==> config.mk <==
export PLATFORM = sky130hd
export DESIGN_NAME = tli_ctrl
export DESIGN_NICKNAME = d
export VERILOG_FILES = /design/src/rtl/core/tli_pkg.sv /design/src/rtl/core/tli_ctrl.sv
export SDC_FILE = /design/constraint.sdc
export NUM_CORES = 1
export LEC_CHECK = 0
export ABC_AREA = 1
export CORE_MARGIN = 3
export CORE_UTILIZATION = 35
export CTS_CLUSTER_DIAMETER = 120
export DETAILED_ROUTE_END_ITERATION = 8
export DONT_BUFFER_PORTS = 1
export SYNTH_ARGS = -nofsm -noshare
export SYNTH_HDL_FRONTEND = slang
export SYNTH_SLANG_ARGS = --single-unit
==> constraint.sdc <==
create_clock -name clk -period 1.9 [get_ports clk]
set_input_delay 0.475 -clock clk [delete_from_list [all_inputs] [get_ports clk]]
set_output_delay 0.475 -clock clk [all_outputs]
set_load 0.05 [all_outputs]
==> src/rtl/core/tli_pkg.sv <==
// Shared types and constants for the table linear interpolator.
`timescale 1ns / 1ps

package tli_pkg;

	localparam int ANGLE_W = 20;
	localparam int COEF_W  = 16;
	localparam int IDX_W   = 6;
	localparam int COUNT_W = 7;
	localparam int ENTRY_W = ANGLE_W + 2 * COEF_W;
	localparam int PROD_W  = ANGLE_W + COEF_W;
	localparam int DIV_CNT_W = $clog2(COEF_W);

	localparam logic MODE_LOAD  = 1'b0;
	localparam logic MODE_QUERY = 1'b1;

	localparam logic [1:0] REG_ENTRY_COUNT = 2'd0;

	typedef enum logic [2:0] {
		ST_IDLE,
		ST_FIRST,
		ST_SCAN,
		ST_MUL,
		ST_DIV,
		ST_WAIT,
		ST_EMIT
	} tli_state_t;

	typedef struct packed {
		logic wr;
		logic q_ld;
		logic rd;
		logic seg_ld;
		logic mul;
		logic div_go;
		logic res_st;
		logic res_clr;
		logic sel_drag;
	} tli_cmd_t;

	typedef struct packed {
		logic hit;
		logic div_done;
	} tli_sts_t;

endpackage

==> src/rtl/core/tli_ctrl.sv <==
// Controller: sequences load, table scan, the two blends and the result strobe.
`timescale 1ns / 1ps

module tli_ctrl import tli_pkg::*; #(
	parameter int TABLE_DEPTH = 64,
	localparam int ADDR_W = $clog2(TABLE_DEPTH),
	localparam int CNT_W  = $clog2(TABLE_DEPTH + 1)
) (
	input  logic                clk,
	input  logic                arst_n,
	input  logic                start,
	input  logic                mode,
	input  logic [COUNT_W-1:0]  entry_count,
	input  tli_sts_t            sts,
	output tli_cmd_t            cmd,
	output logic [ADDR_W-1:0]   rd_addr,
	output logic                busy,
	output logic                done
);

	localparam int EXT_W = (CNT_W > COUNT_W) ? CNT_W : COUNT_W;

	tli_state_t        state_q, state_d;
	logic [CNT_W-1:0]  addr_q, addr_d;
	logic              sel_q, sel_d;
	logic [EXT_W-1:0]  cnt_ext;
	logic [CNT_W-1:0]  count_eff;

	// counts above the depth saturate
	assign cnt_ext   = EXT_W'(entry_count);
	assign count_eff = (cnt_ext > EXT_W'(TABLE_DEPTH)) ? CNT_W'(TABLE_DEPTH)
	                                                  : CNT_W'(cnt_ext);

	assign rd_addr = (state_q == ST_IDLE) ? '0 : addr_q[ADDR_W-1:0];

	always_ff @(posedge clk or negedge arst_n) begin
		if (!arst_n) begin
			state_q <= ST_IDLE;
			addr_q  <= '0;
			sel_q   <= 1'b0;
		end else begin
			state_q <= state_d;
			addr_q  <= addr_d;
			sel_q   <= sel_d;
		end
	end

	always_comb begin
		state_d = state_q;
		addr_d  = addr_q;
		sel_d   = sel_q;
		cmd     = '0;
		busy    = 1'b1;
		done    = 1'b0;
		unique case (state_q)
			ST_IDLE: begin
				busy = 1'b0;
				if (start) begin
					if (mode == MODE_LOAD) begin
						cmd.wr = 1'b1;
					end else begin
						cmd.q_ld = 1'b1;
						cmd.rd   = 1'b1;
						addr_d   = CNT_W'(1);
						if (count_eff < CNT_W'(2)) begin
							cmd.res_clr = 1'b1;
							state_d     = ST_EMIT;
						end else begin
							state_d = ST_FIRST;
						end
					end
				end
			end
			ST_FIRST: begin
				cmd.rd  = 1'b1;
				addr_d  = addr_q + CNT_W'(1);
				state_d = ST_SCAN;
			end
			ST_SCAN: begin
				// prev word is entry addr_q-2, read word is entry addr_q-1
				if (sts.hit) begin
					cmd.seg_ld = 1'b1;
					sel_d      = 1'b0;
					state_d    = ST_MUL;
				end else if (addr_q == count_eff) begin
					cmd.res_clr = 1'b1;
					state_d     = ST_EMIT;
				end else begin
					cmd.rd = 1'b1;
					addr_d = addr_q + CNT_W'(1);
				end
			end
			ST_MUL: begin
				cmd.mul      = 1'b1;
				cmd.sel_drag = sel_q;
				state_d      = ST_DIV;
			end
			ST_DIV: begin
				cmd.div_go = 1'b1;
				state_d    = ST_WAIT;
			end
			ST_WAIT: begin
				cmd.sel_drag = sel_q;
				if (sts.div_done) begin
					cmd.res_st = 1'b1;
					if (sel_q) begin
						state_d = ST_EMIT;
					end else begin
						sel_d   = 1'b1;
						state_d = ST_MUL;
					end
				end
			end
			ST_EMIT: begin
				done    = 1'b1;
				state_d = ST_IDLE;
			end
			default: begin
				state_d = ST_IDLE;
			end
		endcase
	end

	a_done_single: assert property (@(posedge clk) disable iff (!arst_n)
		done |=> !done)
		else $error("result strobe longer than one cycle");

	a_query_busy: assert property (@(posedge clk) disable iff (!arst_n)
		(start && !busy && mode == MODE_QUERY) |=> busy)
		else $error("accepted query did not start work");

	a_load_idle: assert property (@(posedge clk) disable iff (!arst_n)
		(start && !busy && mode == MODE_LOAD) |=> (!busy && !done))
		else $error("load word left the controller busy");

	a_wait_hold: assert property (@(posedge clk) disable iff (!arst_n)
		(state_q == ST_WAIT && !sts.div_done) |=> (state_q == ST_WAIT))
		else $error("left divide wait without done");

endmodule

Yosys cells after proc, flatten, opt, wreduce, memory -nomap -nowiden
Cells that the tools add are included.

storage, ports and cells
  flip-flop bits (word level) = 11
  bits of input ports = 13
  logic and storage cells = 67

cells by class
  $add $sub $neg = 1
  magnitude comparators = 2
  equal/unequal tests = 14
  mux-type cells = 40
  reduce and logical (&&, ||, !) cells = 7

operator list
  cell                                                                   count
  7-bit 2-to-1 mux                                                       5
  3-bit 2-to-1 mux                                                       8
  7-bit one-hot mux with 3 select lines                                  1
  1-bit 2-to-1 mux                                                       19
  3-bit one-hot mux with 6 select lines                                  1
  2-bit inequality test, second input constant                           6
  3-bit equality test, second input constant                             3
  7-bit by 1-bit adder with 7-bit output, second input constant          1
  7-bit equality test                                                    1
  7-bit > comparator, second input constant                              1
  7-bit by 2-bit < comparator with 1-bit output, second input constant   1
  3-bit by 2-bit equality test with 1-bit output, second input constant  2
  6-bit 2-to-1 mux                                                       1
  5-bit AND reduction                                                    1
  2-bit 2-to-1 mux                                                       2
  1-bit one-hot mux with 2 select lines                                  2
  4-bit AND reduction                                                    1
  3-bit by 1-bit equality test with 1-bit output, second input constant  1
  3-bit logical NOT                                                      1
  3-bit inequality test, second input constant                           1
  1-bit one-hot mux with 3 select lines                                  1
  3-bit AND reduction                                                    1
  3-bit nonzero test                                                     1
  2-bit nonzero test                                                     1
  2-bit OR reduction                                                     1

Depth between registers and ports, before layout
  depth after elaboration = 7
  depth in mapped cells = 12
  mapped depth without buffers = 12

Worst setup path after synthesis
Ideal clock, no wire load.

  path type = register -> output
  from = register state_q[0]
  to = output port cmd[0] (netlist bit)
  data arrival time = 2.361 ns
  path slack = -0.936 ns
  cell stages (with the launch flop) = 5
  path buffers = 0
  path through = dfrtp_1 -> inv_1 -> nor3_1 -> nor2_1 -> nor2_1

RTL lines
  element                 RTL line        RTL
  start, declared         tli_ctrl.sv:23  tli_state_t state_q, state_d;
  start signal, assigned  tli_ctrl.sv:42  state_q <= state_d;
  end, declared           tli_ctrl.sv:15  output tli_cmd_t cmd,

==> metrics.yaml <==
syn-num-nets: 171
yosys.area.top_type_share_pct: 28.0
critical_path.n_buffers_inverters: 2
layout_worst_path_cycle_share_pct: 112
critical_path_rt_ns: 1.42
internal-power_w: 0.00132
max_clock_freq_ghz: 0.469
setup.worst_path.class: "flip-flop to output pin"
core_region_area_um2: 2570
ctsLongestPathBuffers: 2
power_switching_share_pct: 51.2
finalCriticalPeriod_ns: 2.13
nFillCells: 213
ys_top_cells_by_area: "dfrtp_1, nand2_1, nor2_1"
maxCapViolations: 0
place.detailed.hpwl_um: 2380
arrival_ns: 1.66
antenna_found_initial: 0
report.final.setup_viol: 12
syn_inst: 157
vias: 1218
start_point_of_the_worst_hold_path: "sts[0]"
drive_above_1_share_pct: 47.4
overflow: 0
p_seq_share_pct: 14.5
slew_headroom_pct: 66.3
timing.rr.end: "state_q[2]"
cp-endpoint: "cmd[6]"
number_of_global_route_vias_before_repair: 1172
num_antenna_cells: 0
final_hold_viol_count: 0
clock_power_share_pct: 5.9
post-place-ws_ns: -0.195
flow.area_growth_from_synthesis_pct: 71.5
tritoncts: "built"
final_core_util_pct: 65.8
run_status: "finished, violations left"
finalMaxSlewViolations: 0
initial_utilization_pct: 38.4
ys_seq_elements: 11
cell_chosen_for_the_clock_root: "clkbuf_4"
ff2ff_setup_slack_ns: 0.02
clock-skew-final_ns: 0.00889
dr.pass1.iters: 4
p_leak_nw: 0.820
violations: "setup timing"
timing.critical_path.max_delay_family: "flip-flops"
cp_num_cells: 7
yosysUniqueCellTypes: 27
postRouteWirelength_um: 3270
rsz0062_at_grt: "true"
cts.reportedPaths.clkPinSlew_ns: 0.06
h-tree-depth: 1
setup_ws_ns: -0.233
pin_count: 30
yosysWarnings: 0
timing.critical_path.slowest_cell_delay_ns: 0.45
remaining_drc_errors: 0
ys_seq_area_share_pct: 28.0
worstSetupEndpointType: "output pin"
cts_inserted_buffers: 3
reg2regPathDepth: 12
worst_setup_path_startpoint: "state_q[1]"
final_weighted_congestion_in_routability_driven_placement: 0.818
port_buffers: 0
netlist_area_um2: 985
power_density_nw_per_um2: 1600
die-area_um2: 3490
drt_first_iter_violations: 55
most_common_library_cell_in_the_layout_ignoring_fill_and_taps: "nand2_1"
hp-class: "input pin to flip-flop"
timing_worst_slew_pin_value_ns: 0.503
timing.critical_path.slowest_stage_cell: "dfrtp_2"
via_per_inst: 5.05
wl_per_cell_um: 13.6
gr_util_all_layers_pct: 18.9
p_comb_share_pct: 79.7
worst_setup_path_start_kind: "flip-flop"
max-vdd-ir-drop_mv: 1.12
timing.rr.start: "state_q[0]"
layout_common_cells: "nand2_1, buf_4, nand3_1"
fp.dieH_um: 59.0
drt.antenna.violating_nets: 0
synthDominantAreaCellType: "dfrtp_1"
clkSinkCount: 11
crit_top_cell: "nor2_4"
switchingPower_w: 0.00139
nNetsFinal: 226
syn-mean-instance-area_um2: 6.27
site_rows: 18
worstPathMaxFanout: 4
worstPathCellList: "inv_2 > nor2_4 > nand2_1 > nor2_4 > a211oi_4 > nand2_4 > clkinvlp_4"
grt_first_pass_wirelength_um: 5130
die_w_um: 59.0
worstSkewPairLatency_ns: 0.27
grt_max_degree: 12
[cell usage after synthesis]
cell      number
nand2_1       40
nor2_1        28
o22ai_1        2
nor3b_1        3
nand4_1        1
nand3_2        1
a211oi_4       1
a21oi_1        4
o21ai_0        2
nor2_4         1
inv_2          2
ha_1           1
inv_1         23
nand2_2        1
nand3_4        1
o21ai_1        1
or2_2          1
and3_1         1
nor4_1         1
nand3b_1       1
nor2_2         1
nand2_4        3
xor2_1         2
dfrtp_1       11
nand3_1       19
nor3_1         4
a211oi_1       1
[power groups by stage]
| stage | combinational (W) | sequential [W] | clock (W) |
|---|---|---|---|
| 2_1_floorplan | 0.00107 | 0.000363 | 0 |
| 3_3_place_gp | 0.00156 | 0.000361 | 0 |
| 3_5_place_dp | 0.00159 | 0.000364 | 0 |
| 4_1_cts | 0.00180 | 0.000364 | 0.000162 |
| 5_1_grt | 0.00230 | 0.000400 | 0.000175 |
| 6_report | 0.00216 | 0.000392 | 0.000159 |
[cell families (layout without fill, tap and decap cells)]
| group | after synthesis | after routing | synth area share, % |
|---|---|---|---|
| flip-flops | 11 | 11 | 28.0 |
| adder cells (fa/ha/maj) | 1 | 1 | 1.27 |
| AND/OR/NAND/NOR | 107 | 107 | 51.8 |
| XOR/XNOR | 2 | 2 | 1.78 |
| buffers and inverters | 25 | 79 | 9.53 |
| AO/OA/AOI/OAI | 11 | 11 | 7.62 |
[worst register-to-register path, delay by kind of cell (launching register included)]
family | cells | cell delay [ns]
AO/OA/AOI/OAI | 1 | 0.24
flip-flops | 1 | 0.46
buffers and inverters | 6 | 0.64
AND/OR/NAND/NOR | 5 | 0.44
[per-stage QoR]
| step | instances | TNS (ns) | instance area [um2] | hold WS, ns | total power (W) |
|---|---|---|---|---|---|
| finish | 241 | -1.03 | 1690 | 0.447 | 0.00271 |
| global placement | 220 | -0.243 | 1380 | 0.180 | 0.00192 |
| floorplan | 157 | -0.265 | 1070 | 0.179 | 0.00143 |
| CTS | 233 | -1.01 | 1520 | 0.437 | 0.00233 |
| global route | 241 | -1.86 | 1690 | 0.469 | 0.00287 |
| detailed placement | 220 | -0.348 | 1380 | 0.180 | 0.00195 |
[how the worst min path moves through the flow]
stage / endpoint / slack [ns] / cells past startpoint
4_1_cts: state_q[0] / 0.44 / 3
3_5_place_dp: state_q[2] / 0.18 / 0
2_1_floorplan: addr_q[0] / 0.18 / 0
3_3_place_gp: sel_q / 0.18 / 0
5_1_grt: state_q[2] / 0.47 / 3
6_report: state_q[0] / 0.45 / 3
[metal layers]
layer,up-vias,global-route usage [%],wire length [um]
met5,-,0,0
met4,0,4.21,57
met3,8,1.31,150
met2,39,34.7,1690
met1,564,24.2,1370
li1,607,-,-
[area by class of cell]
class                      instances  area (um2)  area share [%]
multi-input combinational        121         773            45.8
clock buffer                       4        26.3            1.56
sequential                        11         279            16.5
tap                               30        37.5            2.22
timing repair buffer              50         467            27.6
inverter                          25         106            6.30
[flip-flops by register name, summed over array words and instances (netlist names)]
| register | cells |
|---|---|
| addr_q | 7 |
| sel_q | 1 |
| state_q | 3 |
[repair_timing]
action	in CTS	in global routing
endpoints found under the hold margin	11	0
pin swaps	8	8
resized for setup	15	34
hold buffers	1	0
buffers inserted	9	8
endpoints found under the setup margin	11	14
(Power assumes the default switching activity.)
