--- src/rtl/core/tli_pkg.sv ---
// Shared types and constants for the table linear interpolator.
`timescale 1ns / 1ps

package tli_pkg;

	localparam int ANGLE_W = 20;
	localparam int COEF_W  = 16;
	localparam int IDX_W   = 6;
	localparam int COUNT_W = 7;
	localparam int ENTRY_W = ANGLE_W + 2 * COEF_W;
	localparam int PROD_W  = ANGLE_W + COEF_W;
	localparam int DIV_CNT_W = $clog2(COEF_W);

	localparam logic MODE_LOAD  = 1'b0;
	localparam logic MODE_QUERY = 1'b1;

	localparam logic [1:0] REG_ENTRY_COUNT = 2'd0;

	typedef enum logic [2:0] {
		ST_IDLE,
		ST_FIRST,
		ST_SCAN,
		ST_MUL,
		ST_DIV,
		ST_WAIT,
		ST_EMIT
	} tli_state_t;

	typedef struct packed {
		logic wr;
		logic q_ld;
		logic rd;
		logic seg_ld;
		logic mul;
		logic div_go;
		logic res_st;
		logic res_clr;
		logic sel_drag;
	} tli_cmd_t;

	typedef struct packed {
		logic hit;
		logic div_done;
	} tli_sts_t;

endpackage

--- src/rtl/core/tli_div.sv ---
// Restoring divider, one quotient bit per cycle, quotient known to fit COEF_W bits.
`timescale 1ns / 1ps

module tli_div import tli_pkg::*; (
	input  logic                clk,
	input  logic                arst_n,
	input  logic                start,
	input  logic [PROD_W-1:0]   dividend,
	input  logic [ANGLE_W-1:0]  divisor,
	output logic [COEF_W-1:0]   quot,
	output logic                done
);

	logic                  busy_q;
	logic                  done_q;
	logic [DIV_CNT_W-1:0]  cnt_q;
	logic [ANGLE_W-1:0]    rem_q;
	logic [COEF_W-1:0]     quo_q;
	logic [ANGLE_W:0]      trial;
	logic [ANGLE_W:0]      diff;
	logic                  fits;

	// dividend < divisor * 2^COEF_W, so the upper part starts below the divisor
	assign trial = {rem_q, quo_q[COEF_W-1]};
	assign fits  = (trial >= {1'b0, divisor});
	assign diff  = trial - {1'b0, divisor};

	always_ff @(posedge clk or negedge arst_n) begin
		if (!arst_n) begin
			busy_q <= 1'b0;
			done_q <= 1'b0;
			cnt_q  <= '0;
		end else begin
			done_q <= 1'b0;
			if (start) begin
				busy_q <= 1'b1;
				cnt_q  <= '0;
			end else if (busy_q) begin
				cnt_q <= cnt_q + DIV_CNT_W'(1);
				if (cnt_q == DIV_CNT_W'(COEF_W - 1)) begin
					busy_q <= 1'b0;
					done_q <= 1'b1;
				end
			end
		end
	end

	always_ff @(posedge clk) begin
		if (start) begin
			rem_q <= dividend[PROD_W-1 -: ANGLE_W];
			quo_q <= dividend[COEF_W-1:0];
		end else if (busy_q) begin
			rem_q <= fits ? diff[ANGLE_W-1:0] : trial[ANGLE_W-1:0];
			quo_q <= {quo_q[COEF_W-2:0], fits};
		end
	end

	assign quot = quo_q;
	assign done = done_q;

endmodule

--- src/rtl/core/tli_datapath.sv ---
// Datapath: breakpoint memory, segment compare, multiply and divide for the blend.
`timescale 1ns / 1ps

module tli_datapath import tli_pkg::*; #(
	parameter int TABLE_DEPTH = 64,
	localparam int ADDR_W = $clog2(TABLE_DEPTH)
) (
	input  logic                      clk,
	input  logic                      arst_n,
	input  tli_cmd_t                  cmd,
	output tli_sts_t                  sts,
	input  logic [ADDR_W-1:0]         rd_addr,
	input  logic [IDX_W-1:0]          entry_index,
	input  logic signed [ANGLE_W-1:0] angle,
	input  logic signed [COEF_W-1:0]  lift_value,
	input  logic signed [COEF_W-1:0]  drag_value,
	output logic signed [COEF_W-1:0]  lift_out,
	output logic signed [COEF_W-1:0]  drag_out,
	output logic                      in_range
);

	logic [ENTRY_W-1:0]        mem_q [TABLE_DEPTH];
	logic [ENTRY_W-1:0]        rd_data_q;
	logic [ENTRY_W-1:0]        prev_q;
	logic signed [ANGLE_W-1:0] qang_q;

	logic [ANGLE_W-1:0]        span_q;
	logic [ANGLE_W-1:0]        offset_q;
	logic signed [COEF_W-1:0]  lo_lift_q;
	logic signed [COEF_W-1:0]  lo_drag_q;
	logic signed [COEF_W:0]    dlift_q;
	logic signed [COEF_W:0]    ddrag_q;
	logic [PROD_W-1:0]         prod_q;
	logic                      neg_q;

	logic signed [COEF_W-1:0]  lift_res_q;
	logic signed [COEF_W-1:0]  drag_res_q;
	logic                      in_range_q;

	logic                      wr_ok;
	logic [ADDR_W-1:0]         wr_addr;
	logic signed [ANGLE_W-1:0] lo_ang;
	logic signed [ANGLE_W-1:0] hi_ang;
	logic signed [COEF_W-1:0]  lo_lift;
	logic signed [COEF_W-1:0]  hi_lift;
	logic signed [COEF_W-1:0]  lo_drag;
	logic signed [COEF_W-1:0]  hi_drag;
	logic signed [ANGLE_W:0]   span_d;
	logic signed [ANGLE_W:0]   offset_d;
	logic signed [COEF_W:0]    dsel;
	logic signed [COEF_W:0]    mag_w;
	logic [COEF_W-1:0]         mag;
	logic [PROD_W-1:0]         prod_d;
	logic [COEF_W-1:0]         quot;
	logic                      div_done;
	logic signed [COEF_W:0]    quot_s;
	logic signed [COEF_W:0]    lo_sel;
	logic signed [COEF_W:0]    sum;

	assign wr_ok   = (32'(entry_index) < 32'(TABLE_DEPTH));
	assign wr_addr = ADDR_W'(entry_index);

	always_ff @(posedge clk) begin
		if (cmd.wr && wr_ok) begin
			mem_q[wr_addr] <= {angle, lift_value, drag_value};
		end
		if (cmd.rd) begin
			rd_data_q <= mem_q[rd_addr];
		end
	end

	// entry layout: {angle, lift, drag}
	assign lo_ang  = signed'(prev_q[ENTRY_W-1 -: ANGLE_W]);
	assign hi_ang  = signed'(rd_data_q[ENTRY_W-1 -: ANGLE_W]);
	assign lo_lift = signed'(prev_q[2*COEF_W-1 -: COEF_W]);
	assign hi_lift = signed'(rd_data_q[2*COEF_W-1 -: COEF_W]);
	assign lo_drag = signed'(prev_q[COEF_W-1:0]);
	assign hi_drag = signed'(rd_data_q[COEF_W-1:0]);

	assign sts.hit = (qang_q >= lo_ang) && (qang_q < hi_ang);

	assign span_d   = {hi_ang[ANGLE_W-1], hi_ang} - {lo_ang[ANGLE_W-1], lo_ang};
	assign offset_d = {qang_q[ANGLE_W-1], qang_q} - {lo_ang[ANGLE_W-1], lo_ang};

	always_ff @(posedge clk) begin
		if (cmd.q_ld) begin
			qang_q <= angle;
		end
		if (cmd.rd) begin
			prev_q <= rd_data_q;
		end
		if (cmd.seg_ld) begin
			span_q    <= span_d[ANGLE_W-1:0];
			offset_q  <= offset_d[ANGLE_W-1:0];
			lo_lift_q <= lo_lift;
			lo_drag_q <= lo_drag;
			dlift_q   <= {hi_lift[COEF_W-1], hi_lift} - {lo_lift[COEF_W-1], lo_lift};
			ddrag_q   <= {hi_drag[COEF_W-1], hi_drag} - {lo_drag[COEF_W-1], lo_drag};
		end
		if (cmd.mul) begin
			prod_q <= prod_d;
			neg_q  <= dsel[COEF_W];
		end
	end

	// |delta| * offset, sign reapplied after the divide (truncates toward zero)
	assign dsel   = cmd.sel_drag ? ddrag_q : dlift_q;
	assign mag_w  = dsel[COEF_W] ? -dsel : dsel;
	assign mag    = mag_w[COEF_W-1:0];
	assign prod_d = PROD_W'(mag) * PROD_W'(offset_q);

	tli_div u_div (
		.clk      (clk),
		.arst_n   (arst_n),
		.start    (cmd.div_go),
		.dividend (prod_q),
		.divisor  (span_q),
		.quot     (quot),
		.done     (div_done)
	);

	assign sts.div_done = div_done;

	assign quot_s = neg_q ? -signed'({1'b0, quot}) : signed'({1'b0, quot});
	assign lo_sel = cmd.sel_drag ? {lo_drag_q[COEF_W-1], lo_drag_q}
	                             : {lo_lift_q[COEF_W-1], lo_lift_q};
	assign sum    = lo_sel + quot_s;

	always_ff @(posedge clk or negedge arst_n) begin
		if (!arst_n) begin
			lift_res_q <= '0;
			drag_res_q <= '0;
			in_range_q <= 1'b0;
		end else begin
			if (cmd.res_clr) begin
				lift_res_q <= '0;
				drag_res_q <= '0;
				in_range_q <= 1'b0;
			end else begin
				if (cmd.seg_ld) begin
					in_range_q <= 1'b1;
				end
				if (cmd.res_st && !cmd.sel_drag) begin
					lift_res_q <= sum[COEF_W-1:0];
				end
				if (cmd.res_st && cmd.sel_drag) begin
					drag_res_q <= sum[COEF_W-1:0];
				end
			end
		end
	end

	assign lift_out = lift_res_q;
	assign drag_out = drag_res_q;
	assign in_range = in_range_q;

endmodule

--- config.mk ---
export PLATFORM = sky130hd
export DESIGN_NAME = tli_datapath
export DESIGN_NICKNAME = d
export VERILOG_FILES = /design/src/rtl/core/tli_pkg.sv /design/src/rtl/core/tli_div.sv /design/src/rtl/core/tli_datapath.sv
export SDC_FILE = /design/constraint.sdc
export NUM_CORES = 2
export LEC_CHECK = 0
export BUFFER_PORTS_ARGS = -buffer_cell sky130_fd_sc_hd__buf_4
export CORE_ASPECT_RATIO = 1.2
export CORE_MARGIN = 10
export CORE_UTILIZATION = 40
export DETAILED_ROUTE_END_ITERATION = 6
export HOLD_SLACK_MARGIN = 0.12
export PLACE_DENSITY_LB_ADDON = 0.1
export SETUP_SLACK_MARGIN = 0.1
export SYNTH_ARGS = -nofsm -noshare
export SYNTH_HDL_FRONTEND = slang
export SYNTH_SLANG_ARGS = --single-unit
export TNS_END_PERCENT = 30
--- constraint.sdc ---
create_clock -name clk -period 7 [get_ports clk]
set_input_delay 0.7 -clock clk [delete_from_list [all_inputs] [get_ports clk]]
set_output_delay 0.7 -clock clk [all_outputs]
set_load 0.05 [all_outputs]
# [After elaboration in Yosys (flattened, before gate mapping)]
# Memories as Yosys holds them, arrays and structs flattened. A register that Yosys moved wholly into a read port is not among the register bits.
# Index checks and enable logic that the tools add are counted.
[word_totals] reg_bits=290 ram_bits=3328 input_bits=75 out_inout_bits=35 wordCells=66 n_memories=1
[classes] addsub=9 n_mul=1 n_lt_le_gt_ge=3 eq_ne=1 muxes=25 reduce_logical=8
[mem_list] name="mem_q" depth=64 width=52 read_ports=1 rd_ports_with_merged_regs=1 write_ports=1 line_no="tli_datapath.sv:22" text="logic [ENTRY_W-1:0] mem_q [TABLE_DEPTH];"
[ops] cell="2-to-1 mux 16 bit" count=9
[ops] cell="2-to-1 mux 20 bit" count=3
[ops] cell="subtractor 20 bit" count=3
[ops] cell="multiplier 16 x 20 -> 36 bit" count=1
[ops] cell="subtractor 16 x 16 -> 17 bit" count=2
[ops] cell="negation 16 bit" count=2
[ops] cell=">= comparator 21 x 20 -> 1 bit" count=1
[ops] cell=">= comparator 20 bit" count=1
[ops] cell="< comparator 20 bit" count=1
[ops] cell="2-to-1 mux 17 bit" count=1
[ops] cell="adder 16 bit" count=1
[ops] cell="2-to-1 mux 1 bit" count=10
[ops] cell="2-to-1 mux 4 bit" count=2
[ops] cell="nonzero test 2 bit" count=4
[ops] cell="adder 4 x 1 -> 4 bit, second input constant" count=1
[ops] cell="equality test 4 bit, second input constant" count=1
[ops] cell="logical AND 1 bit" count=3
[ops] cell="zero test 1 bit" count=1

# [Longest topological paths before layout]
[depth] word_depth=5 depth_mapped=36 ltp_nobuf=29

# [Modules after synthesis]
# A second synthesis with hierarchy kept.
[unflattened] cells_unflattened=7750 hier_area_um2=154593.3
[modules_own_cells] module="tli_datapath" instances=1 cells_per_inst=7434 area_per_inst_um2=151510.3 seq_area_each_um2=108779.3
[modules_own_cells] module="tli_div" instances=1 cells_per_inst=316 area_per_inst_um2=3083.0 seq_area_each_um2=1231.2

# [Worst setup path after synthesis]
# No wires, ideal clock.
[synth_path] path_type="input -> register" startpoint="input cmd[0] (netlist bit)" endpoint="register prod_q[33] (data pin)" setup_time_ns=0.258 t_arrival_ns=8.446 required_time_ns=6.742 path_slack_ns=-1.704 path_stages=33 n_path_buf=7 cell_sequence="buf_2 -> buf_2 -> buf_2 -> buf_2 -> mux2_2 -> clkbuf_1 -> inv_1 -> ha_1 -> nand2_1 -> o41ai_2 -> xor2_1 -> clkbuf_1 -> nand2_1 -> fa_1 -> inv_1 -> fa_1 -> fa_1 -> fa_1 -> fa_1 -> inv_1 -> fa_1 -> inv_1 -> ha_1 -> clkbuf_1 -> and4_1 -> and3_1 -> nand2_1 -> nand3_1 -> o31ai_1 -> o211ai_1 -> a31o_2 -> a21oi_1 -> xnor2_1"
[synth_via] elab_chain_cells=4
[synth_lines] item="from (decl)" line_no="tli_datapath.sv:10" text="input tli_cmd_t cmd,"
[synth_lines] item="2-to-1 mux 17 bit (*)" line_no="tli_datapath.sv:107" text="assign dsel = cmd.sel_drag ? ddrag_q : dlift_q;"
[synth_lines] item="negation 16 bit" line_no="tli_datapath.sv:108" text="assign mag_w = dsel[COEF_W] ? -dsel : dsel;"
[synth_lines] item="2-to-1 mux 16 bit (*)" line_no="tli_datapath.sv:108"
[synth_lines] item="multiplier 16 x 20 -> 36 bit (*)" line_no="tli_datapath.sv:110" text="assign prod_d = PROD_W'(mag) * PROD_W'(offset_q);"
[synth_lines] item="net prod_d[33]" line_no="tli_datapath.sv:53" text="logic [PROD_W-1:0] prod_d;"
[synth_lines] item="to (signal assigned)" line_no="tli_datapath.sv:101" text="prod_q <= prod_d;"
[synth_lines] item="to (decl)" line_no="tli_datapath.sv:33" text="logic [PROD_W-1:0] prod_q;"
# The timed path passes the listed nets; every way through them passes the cells marked *.
# A chain may end at the register's enable or synchronous reset.

# [Worst setup path in the final report]
[layout_path] startpoint="register ddrag_q[3]" endpoint="register prod_q[33] (data pin)"
[layout_via] elab_chain_cells=4
[layout_lines] item="from (decl)" line_no="tli_datapath.sv:32" text="logic signed [COEF_W:0] ddrag_q;"
[layout_lines] item="from (signal assigned)" line_no="tli_datapath.sv:98" text="ddrag_q <= {hi_drag[COEF_W-1], hi_drag} - {lo_drag[COEF_W-1], lo_drag};"
[layout_lines] item="2-to-1 mux 17 bit (*)" line_no="tli_datapath.sv:107"
[layout_lines] item="negation 16 bit" line_no="tli_datapath.sv:108"
[layout_lines] item="2-to-1 mux 16 bit (*)" line_no="tli_datapath.sv:108"
[layout_lines] item="multiplier 16 x 20 -> 36 bit (*)" line_no="tli_datapath.sv:110"
[layout_lines] item="net prod_d[33]" line_no="tli_datapath.sv:53"
# Marks and branches as above.

==> flow_metrics.env <==
export IMPL_status="finished with violations"
export IMPL_violations="negative setup slack"
export IMPL_postLayoutCellArea_um2=176900
export IMPL_vias=77550
export IMPL_fin_util_pct=46.11
export IMPL_synth_simple_area_share_pct=2.658
export IMPL_r2r_start="ddrag_q[3]"
export IMPL_antenna_found_initial=35
export IMPL_coreArea_um2=383500
export IMPL_hold_path_end="prev_q[3]"
export IMPL_synth_area_leaders="edfxtp_1 (71%), mux4_2 (15%), fa_1 (3.3%)"
export IMPL_synth_compound_area_share_pct=2.418
export IMPL_critPathKind="flip-flop to flip-flop"
export IMPL_r2r_slack_ps=-180
export IMPL_antenna_left=0
export IMPL_grt_pass1_vias=81870
export IMPL_setup_viol=14
export IMPL_firstDrtPassIters=6
export IMPL_worstPathRequired_ps=7700
export IMPL_fillers=32380
export IMPL_crit_path_start_kind="flip-flop"
export IMPL_synth_xor_area_share_pct=0.8462
export IMPL_fin_hold_ws_ps=186.7
export IMPL_cts_made_buffers=382
export IMPL_clock_latency_ps=980
export IMPL_synthTopCellsByCount="edfxtp_1 (3631), mux4_2 (1016), inv_1 (413)"
export IMPL_min_period_over_period_pct=102.6
export IMPL_drc=0
export IMPL_min_path_type="input port to flip-flop"
export IMPL_synthCells=7591
export IMPL_cts_num_sinks=3670
export IMPL_cp_common_cell="fa_1"
export IMPL_cp_arrival_ps=7890
export IMPL_clock_path_buffers=4
export IMPL_synth_top_area_share_pct=70.70
export IMPL_cts_tree="done"
export IMPL_rows=249
export IMPL_grt_pass1_wl_um=644100
export IMPL_io_buffers=109
export IMPL_rr_worst_depth=29
export IMPL_crit_path_end_kind="flip-flop"
export IMPL_reg2reg_to="prod_q[33]"
export IMPL_synth_cell_types=78
export IMPL_final_nets=8712
export IMPL_floorplan_die_width_um=586.8
export IMPL_cap_violations=0
export IMPL_ys_seq_elements=3670
export IMPL_grt_max_degree=91
export IMPL_place_area_um2=164200
export IMPL_critPathMaxStageDelay_ps=570
export IMPL_worst_slack_ps=-182.0
export IMPL_slew_violations=0
export IMPL_cp_max_fo=4
export IMPL_ys_seq_area_share_pct=71.33
export IMPL_worstHoldStart="cmd[6]"
export IMPL_tightest_slew_ps=1289
export IMPL_syn_to_final_growth_pct=14.67
export IMPL_final_min_clock_period_ps=7182
export IMPL_synth_top_family_by_area="multiplexers"
export IMPL_ys_flop_type="edfxtp_1"
export IMPL_drive_gt1_share_pct=26.82
export IMPL_wl_um=459700
export IMPL_grt_overflow=0
export IMPL_synthMuxAreaShare_pct=15.49
export IMPL_slew_headroom_pct=13.90
export IMPL_clock_fmax_mhz=139.2
export IMPL_start_util_pct=40.21
export IMPL_synthArstFlopShare_pct=1.063
export IMPL_h_tree_depth=5
export IMPL_grt_usage_pct=21.96
export IMPL_clkTransAtPathRegs_ps=60
export IMPL_dieArea_um2=410900
export IMPL_place_congestion=0.8296
export IMPL_synth_edf_count=3631
export IMPL_skew_ps=76.33
export IMPL_synth_fa_ha_area_share_pct=5.238
export IMPL_first_iter_violations=6703
export IMPL_syn_mean_instance_area_um2=20.32
export IMPL_root_buffer="clkbuf_16"
export IMPL_crit_slowest_cell="fa_1"
export IMPL_yosysMostFrequentCell="edfxtp_1"
export IMPL_rsz0062_at_grt="yes"
export IMPL_yosys_warnings=0
export IMPL_die_y_um=700.2
export IMPL_synth_largest_area_cell="edfxtp_1"
export IMPL_hold_violations=0
export IMPL_syn_area_um2=154200
export IMPL_syn_num_nets=8158
export IMPL_ios=110
export IMPL_wire_per_inst_um=33.78
export IMPL_place_hpwl_um=267300
export IMPL_viasPerCell=5.698
export IMPL_whs_path_depth=1
## critical path: cells and delay by family (launching register included)
family | cells | cell delay, ps
fa+ha+maj | 7 | 3280
flops | 1 | 420
compound gates | 5 | 990
buf+inv | 7 | 700
xor+xnor | 2 | 190
simple gates | 8 | 1320
## placed cells by master, fill, tap and decap left out, drive strengths merged, types with 131 or more instances in the layout
master / Yosys / layout
edfxtp: 3631 / 3631
mux4: 1016 / 1016
buf: 159 / 516
clkbuf: 193 / 471
inv: 413 / 424
nand2: 285 / 285
fa: 256 / 256
ha: 236 / 236
clkinv: 1 / 171
nor2: 155 / 155
and2: 147 / 147
a21oi: 131 / 131
## flip-flops by register name, summed over array words and instances (netlist names), 4 cells and up
name         flops
lo_drag_q       16
ddrag_q         17
u_div.cnt_q      4
drag_out        16
offset_q        20
u_div.rem_q     20
qang_q          20
span_q          20
prod_q          36
rd_data_q       52
lo_lift_q       16
lift_out        16
u_div.quot      16
dlift_q         17
mem_q         3328
prev_q          52
## what timing repair did
item / CTS / global route
setup endpoints to repair: 22 / 22
resized for setup: 63 / 51
pin swaps: 62 / 45
hold buffers: 6 / 0
setup buffers: 20 / 16
endpoints found under the hold margin: 59 / 0
## metal layers
metal	vias to the layer above	wire [um]	GRT usage [%]
met3	708	22850	3.154
met5	-	84	0
met1	42900	179500	27.58
met4	12	15190	6.372
met2	2192	242100	39.62
li1	31730	-	-
## layout make-up
type                            count  area (um2)  share of cell area [%]
Sequential cell                  3670      110000                   62.20
Multi-Input combinational cell   3155       42120                   23.82
Clock buffer                      471       10020                   5.666
Tap cell                         5145        6437                   3.640
Timing Repair Buffer              522        4800                   2.714
Clock inverter                    222        1878                   1.062
Inverter                          414        1556                  0.8801
Antenna cell                       11       27.53                 0.01556
## logic make-up after synthesis
| logic type | Yosys count |
|---|---|
| buf+inv | 766 |
| compound gates | 569 |
| xor+xnor | 149 |
| fa+ha+maj | 492 |
| flops | 3670 |
| mux | 1111 |
| simple gates | 834 |
## worst max-delay path by stage
stage	from	slack [ps]	to
3_3_place_gp	cmd[0]	-940	prod_q[33]
6_report	ddrag_q[3]	-180	prod_q[33]
2_1_floorplan	cmd[0]	-750	prod_q[33]
4_1_cts	ddrag_q[0]	-320	prod_q[30]
5_1_grt	ddrag_q[4]	-510	prod_q[28]
3_5_place_dp	cmd[0]	-910	prod_q[32]
## stage by stage
stage,setup WS [ps],std cells,setup TNS (ps)
after detailed placement,-909.1,12860,-16480
after floorplan,-750.3,7591,-9051
after CTS,-318.1,13580,-2036
after global routing,-511.8,13600,-7419
after global placement,-936.8,12860,-16830
final,-182.0,13610,-1274
Power is left out: the tool's default activity adds up to more than one toggle a clock period on the data nets, which glitch-free logic cannot reach.
